<file path="src/rtl/sdb_pkg.sv">
// Package for scattering_direction_basis: widths, sine polynomial constants
// and the stage word carried along the cell chain. No dependencies.
`timescale 1ns / 1ps
package sdb_pkg;

   localparam int ANGLE_W  = 16;
   localparam int Z_W      = 15;
   localparam int SQ_W     = 2 * Z_W;
   localparam int ACC_W    = 31;
   localparam int MUL_W    = ACC_W + Z_W;
   localparam int Q14      = 14;
   localparam int Q15      = 15;
   localparam int SCALED_W = MUL_W - Q14;
   localparam int MAG_W    = 15;
   localparam int COMP_W   = 16;
   localparam int PROD_W   = 2 * COMP_W;
   localparam int LANES    = 4;
   localparam int DEPTH    = 5;
   localparam int FLIGHT_W = 4;

   // Q30 coefficients of A z - B z^3 + C z^5
   localparam logic [ACC_W-1:0] SIN_A = 31'd1686629713;
   localparam logic [ACC_W-1:0] SIN_B = 31'd688904866;
   localparam logic [ACC_W-1:0] SIN_C = 31'd76016977;

   localparam logic [ANGLE_W-1:0]  QUARTER_TURN = 16'd16384;
   localparam logic [Z_W-1:0]      Z_ONE        = 15'd16384;
   localparam logic [SQ_W-1:0]     SQ_ROUND     = 30'd8192;
   localparam logic [SCALED_W-1:0] MAG_ROUND    = 32'd16384;
   localparam logic [MAG_W-1:0]    MAG_MAX      = 15'h7FFF;

   localparam logic signed [PROD_W-1:0] PROD_ROUND = 32'sd16384;
   localparam logic signed [PROD_W-1:0] PROD_HI    = 32'sd32767;
   localparam logic signed [PROD_W-1:0] PROD_LO    = -32'sd32768;

   localparam logic [1:0] LANE_SIN_T = 2'd0;
   localparam logic [1:0] LANE_COS_T = 2'd1;
   localparam logic [1:0] LANE_SIN_P = 2'd2;
   localparam logic [1:0] LANE_COS_P = 2'd3;

   typedef struct packed {
      logic [Z_W-1:0]   z;
      logic [Z_W-1:0]   z2;
      logic [ACC_W-1:0] acc;
      logic             neg;
   } lane_type;

   typedef struct packed {
      lane_type [LANES-1:0] lane;
      logic                 last;
   } word_type;

endpackage

</file>
<file path="src/rtl/sdb_horner_cell.sv">
// One Horner cell of the sine polynomial: acc <= coef - (acc * z2 >> 14),
// four lanes wide. Depends on sdb_pkg.
`timescale 1ns / 1ps
module sdb_horner_cell (
   input  logic                      clock,
   input  logic                      reset,
   input  logic [sdb_pkg::ACC_W-1:0] coef,
   input  logic                      in_valid,
   output logic                      in_ready,
   input  sdb_pkg::word_type         in_word,
   output logic                      out_valid,
   input  logic                      out_ready,
   output sdb_pkg::word_type         out_word
);

   logic                      valid_ff;
   logic                      valid_in;
   sdb_pkg::word_type         word_ff;
   sdb_pkg::word_type         word_in;
   logic [sdb_pkg::MUL_W-1:0] prod [sdb_pkg::LANES];

   assign in_ready = !valid_ff || out_ready;

   always_comb begin
      for (int i = 0; i < sdb_pkg::LANES; i++) begin
         prod[i] = sdb_pkg::MUL_W'(in_word.lane[i].acc) * sdb_pkg::MUL_W'(in_word.lane[i].z2);
      end
      valid_in = valid_ff;
      word_in  = word_ff;
      if (in_ready) begin
         valid_in = in_valid;
         word_in  = in_word;
         for (int i = 0; i < sdb_pkg::LANES; i++) begin
            word_in.lane[i].acc =
               coef - prod[i][sdb_pkg::ACC_W+sdb_pkg::Q14-1:sdb_pkg::Q14];
         end
      end
   end

   always_ff @(posedge clock) begin
      if (reset) begin
         valid_ff <= 1'b0;
      end else begin
         valid_ff <= valid_in;
      end
      word_ff <= word_in;
   end

   assign out_valid = valid_ff;
   assign out_word  = word_ff;

endmodule

</file>
<file path="config.mk">
export PLATFORM = sky130hd
export DESIGN_NAME = sdb_horner_cell
export DESIGN_NICKNAME = d
export VERILOG_FILES = /design/src/rtl/sdb_pkg.sv /design/src/rtl/sdb_horner_cell.sv
export SDC_FILE = /design/constraint.sdc
export NUM_CORES = 2
export LEC_CHECK = 0
export ABC_AREA = 1
export ABC_CLOCK_PERIOD_IN_PS = 10660
export BUFFER_PORTS_ARGS = -buffer_cell sky130_fd_sc_hd__buf_4
export CAP_MARGIN = 15
export CELL_PAD_IN_SITES_DETAIL_PLACEMENT = 0
export CELL_PAD_IN_SITES_GLOBAL_PLACEMENT = 1
export CORE_UTILIZATION = 30
export CTS_BUF_LIST = sky130_fd_sc_hd__clkbuf_8
export CTS_CLUSTER_SIZE = 8
export DETAILED_ROUTE_END_ITERATION = 7
export PLACE_DENSITY = 0.56
export SETUP_SLACK_MARGIN = 0.1
export SLEW_MARGIN = 25
export SYNTH_ARGS = -nofsm -noshare
export SYNTH_HDL_FRONTEND = slang
export SYNTH_SLANG_ARGS = --single-unit
</file>
<file path="constraint.sdc">
create_clock -name clock -period 10.66 [get_ports clock]
set_clock_uncertainty 0.05 [all_clocks]
set_input_delay 1.066 -clock clock [delete_from_list [all_inputs] [get_ports clock]]
set_output_delay 1.066 -clock clock [all_outputs]
set_load 0.005 [all_outputs]
</file>
==> results by group <==
Run status
  • Status: finished, final reports clean

Global route
  • GRT Residual Overflow: 0
  • Global-route wire length before repair: 417000 um
  • Largest net degree at the start of global routing: 107
  • Vias in the first global route: 67600
  • Initial antenna violation count: 23
  • All-Layer GR Usage: 21.5%

Logic synthesis
  • Cells after Synth: 9900
  • Top cells by area, synth: fa_1 40%, nand2_1 14%, inv_1 14%, edfxtp_1 9.9%, ha_1 8.8%
  • Mean Syn Cell Area: 7.64 um^2
  • Register area share after synthesis: 9.91%
  • Post-Synthesis Net Count: between 10000 and 15000
  • Async SR Flop Fraction: 0%
  • Most common library cells after synthesis: 2865 x nand2_1, 2723 x inv_1, 1496 x fa_1
  • Distinct cells, synth: 44
  • Mapped cell area: around 76000 um^2
  • Ys flop type: edfxtp_1
  • Seq cells post-synth: 250
  • Top-count cell post-synth: nand2_1
  • Post-synth EDFFs: 249
  • Yosys warning count: 0
  • Largest area contributor in the netlist: fa_1
  • Yosys top cell area share: approximately two fifths

Timing
  • Setup_tns: 0 ns
  • Slew @ Worst Pin: 0.980 ns
  • Tmin final: 8.04 ns
  • Max-slew violations: 0
  • WHS: between 0.3 and 0.4 ns
  • Unrepaired setup endpoints after global routing: false
  • Headroom to the max-slew limit: between 30% and 40%
  • Final worst slack: between 2 and 3 ns
  • Max Fclk: 124 MHz
  • Final Hold Viols: 0
  • Endpoints failing setup: 0
  • Fin crit share: about three quarters

Die
  • Die area: 254000 um^2
  • Row count: 183
  • Boundary pin count: around 540
  • Vert. Die Dim: 504 um
  • Die width: 504 um
  • Core region area: 250000 um^2
  • Initial core utilization: a little under a third

CTS
  • Post-CTS Setup Bufs: 0
  • CTS tree: built
  • H-tree Lvls: 2
  • Post-CTS resize count: 0
  • CTS buffer count: 58
  • Hold_buf cts: 0
  • CTS sink count: 250
  • Clk_lat worst skew: approximately 0.8 ns
  • Max Root-Sink Buffers: 3
  • Root Driver: clkbuf_8
  • Clk slew on worst S/H paths: 0.07 ns

Worst setup path
  • Critical Path Slowest Stage Cell: nor4_1
  • Critical path capture point type: flop
  • Worst Path Arrival: 8.57 ns
  • Crit path top cell by count: nand2_1
  • Crit start category: primary input
  • Critical Path RT: 11.19 ns
  • Crit Path Class: primary input to flop
  • Crit Path Max Fanout: 32
  • Slowest cell delay on critical path: 0.66 ns

Drt
  • WL per Instance: 19.9 um
  • Detailed Route Iter0 Violations: 3252
  • Via count: 62400
  • Final ANT Viol Nets: 0
  • Via density: 4.59
  • TritonRoute pass-1 iters: 6
  • Final Routed Wirelength: 271000 um
  • DRC Markers: 0

Finish
  • Final core occ: 33.6%
  • Layout Nets: 12500
  • Layout area overhead: 11.0%
  • Share of post-route cells with drive strength above 1: 6.42%

Place
  • DP Wirelength: roughly 220000 um
  • Number of port buffers: 534
  • GPL Wtd Cong: 0.911
  • Worst slack at placement: around 1.7 ns

Run
  • Maxcap violations: 0

Min path
  • Worst Hold Class: primary input to flop
==> metrics by stage <==
stage,instances,instance area [um^2]
global route,13600,84000
finish,13600,84000
floorplan,9900,75700
detailed placement,13500,82700
global placement,13500,82700
CTS,13600,83900
==> kinds of logic after synthesis <==
group | Yosys count | share of synthesized area [%]
simple gates | 3716 | 19.4
xor+xnor | 184 | 2.13
flops | 250 | 9.91
compound gates | 690 | 5.13
buf+inv | 3032 | 15.0
fa+ha+maj | 2028 | 48.4
==> routing by layer <==
metal | part of all wire (%) | global-route usage (%)
met1 | 43 | 27.5
met2 | 49 | 37.6
met3 | 4.1 | 2.48
met4 | 3.3 | 6.72
met5 | 0.057 | 0
==> state kept, by name, summed over array words and instances (netlist names) <==
register and count:
out_valid 1, out_word 249
==> final timing paths <==
check	from	to	slack, ns	depth (start not counted)
min reg2reg	out_valid$_SDFFE_PP0P_	out_valid$_SDFFE_PP0P_	0.79	2
min	in_word[183]	out_word[183]$_DFFE_PP_	0.31	1
max reg2reg	out_valid$_SDFFE_PP0P_	out_word[34]$_DFFE_PP_	8.04	3
max	in_word[163]	out_word[146]$_DFFE_PP_	2.62	29
==> critical path: cells and delay by family <==
| family | cells | cell delay (ns) |
|---|---|---|
| xor+xnor | 1 | 0.20 |
| compound gates | 4 | 1.01 |
| fa+ha+maj | 8 | 3.80 |
| buf+inv | 5 | 0.63 |
| simple gates | 11 | 1.81 |
==> cell type report <==
class,instances,area (um^2)
antenna,7,17.5
clock buffer,60,826
sequential,250,7500
multi-input combinational,6618,56800
fill,26900,166000
timing repair buffer,538,4050
inverter,2725,10200
tap,3330,4170
clock inverter,49,393
==> placed cells by master, fill, tap and decap left out, types with 24 or more instances in the layout <==
cell | netlist | final
a21boi_0 | 24 | 24
a21o_1 | 33 | 33
a21oi_1 | 353 | 353
buf_4 | 0 | 537
clkbuf_8 | 0 | 60
edfxtp_1 | 249 | 249
fa_1 | 1496 | 1496
ha_1 | 532 | 532
inv_1 | 2723 | 2738
nand2_1 | 2865 | 2864
nand3_1 | 192 | 192
nand3b_1 | 35 | 35
nand4_1 | 65 | 65
nor2_1 | 471 | 471
nor3_1 | 42 | 42
o21a_1 | 33 | 33
o21ai_0 | 155 | 155
o21bai_1 | 51 | 51
xnor2_1 | 87 | 87
xor2_1 | 97 | 97
Power is left out: the tool's default activity adds up to more than one toggle a clock period on the data nets, which glitch-free logic cannot reach.
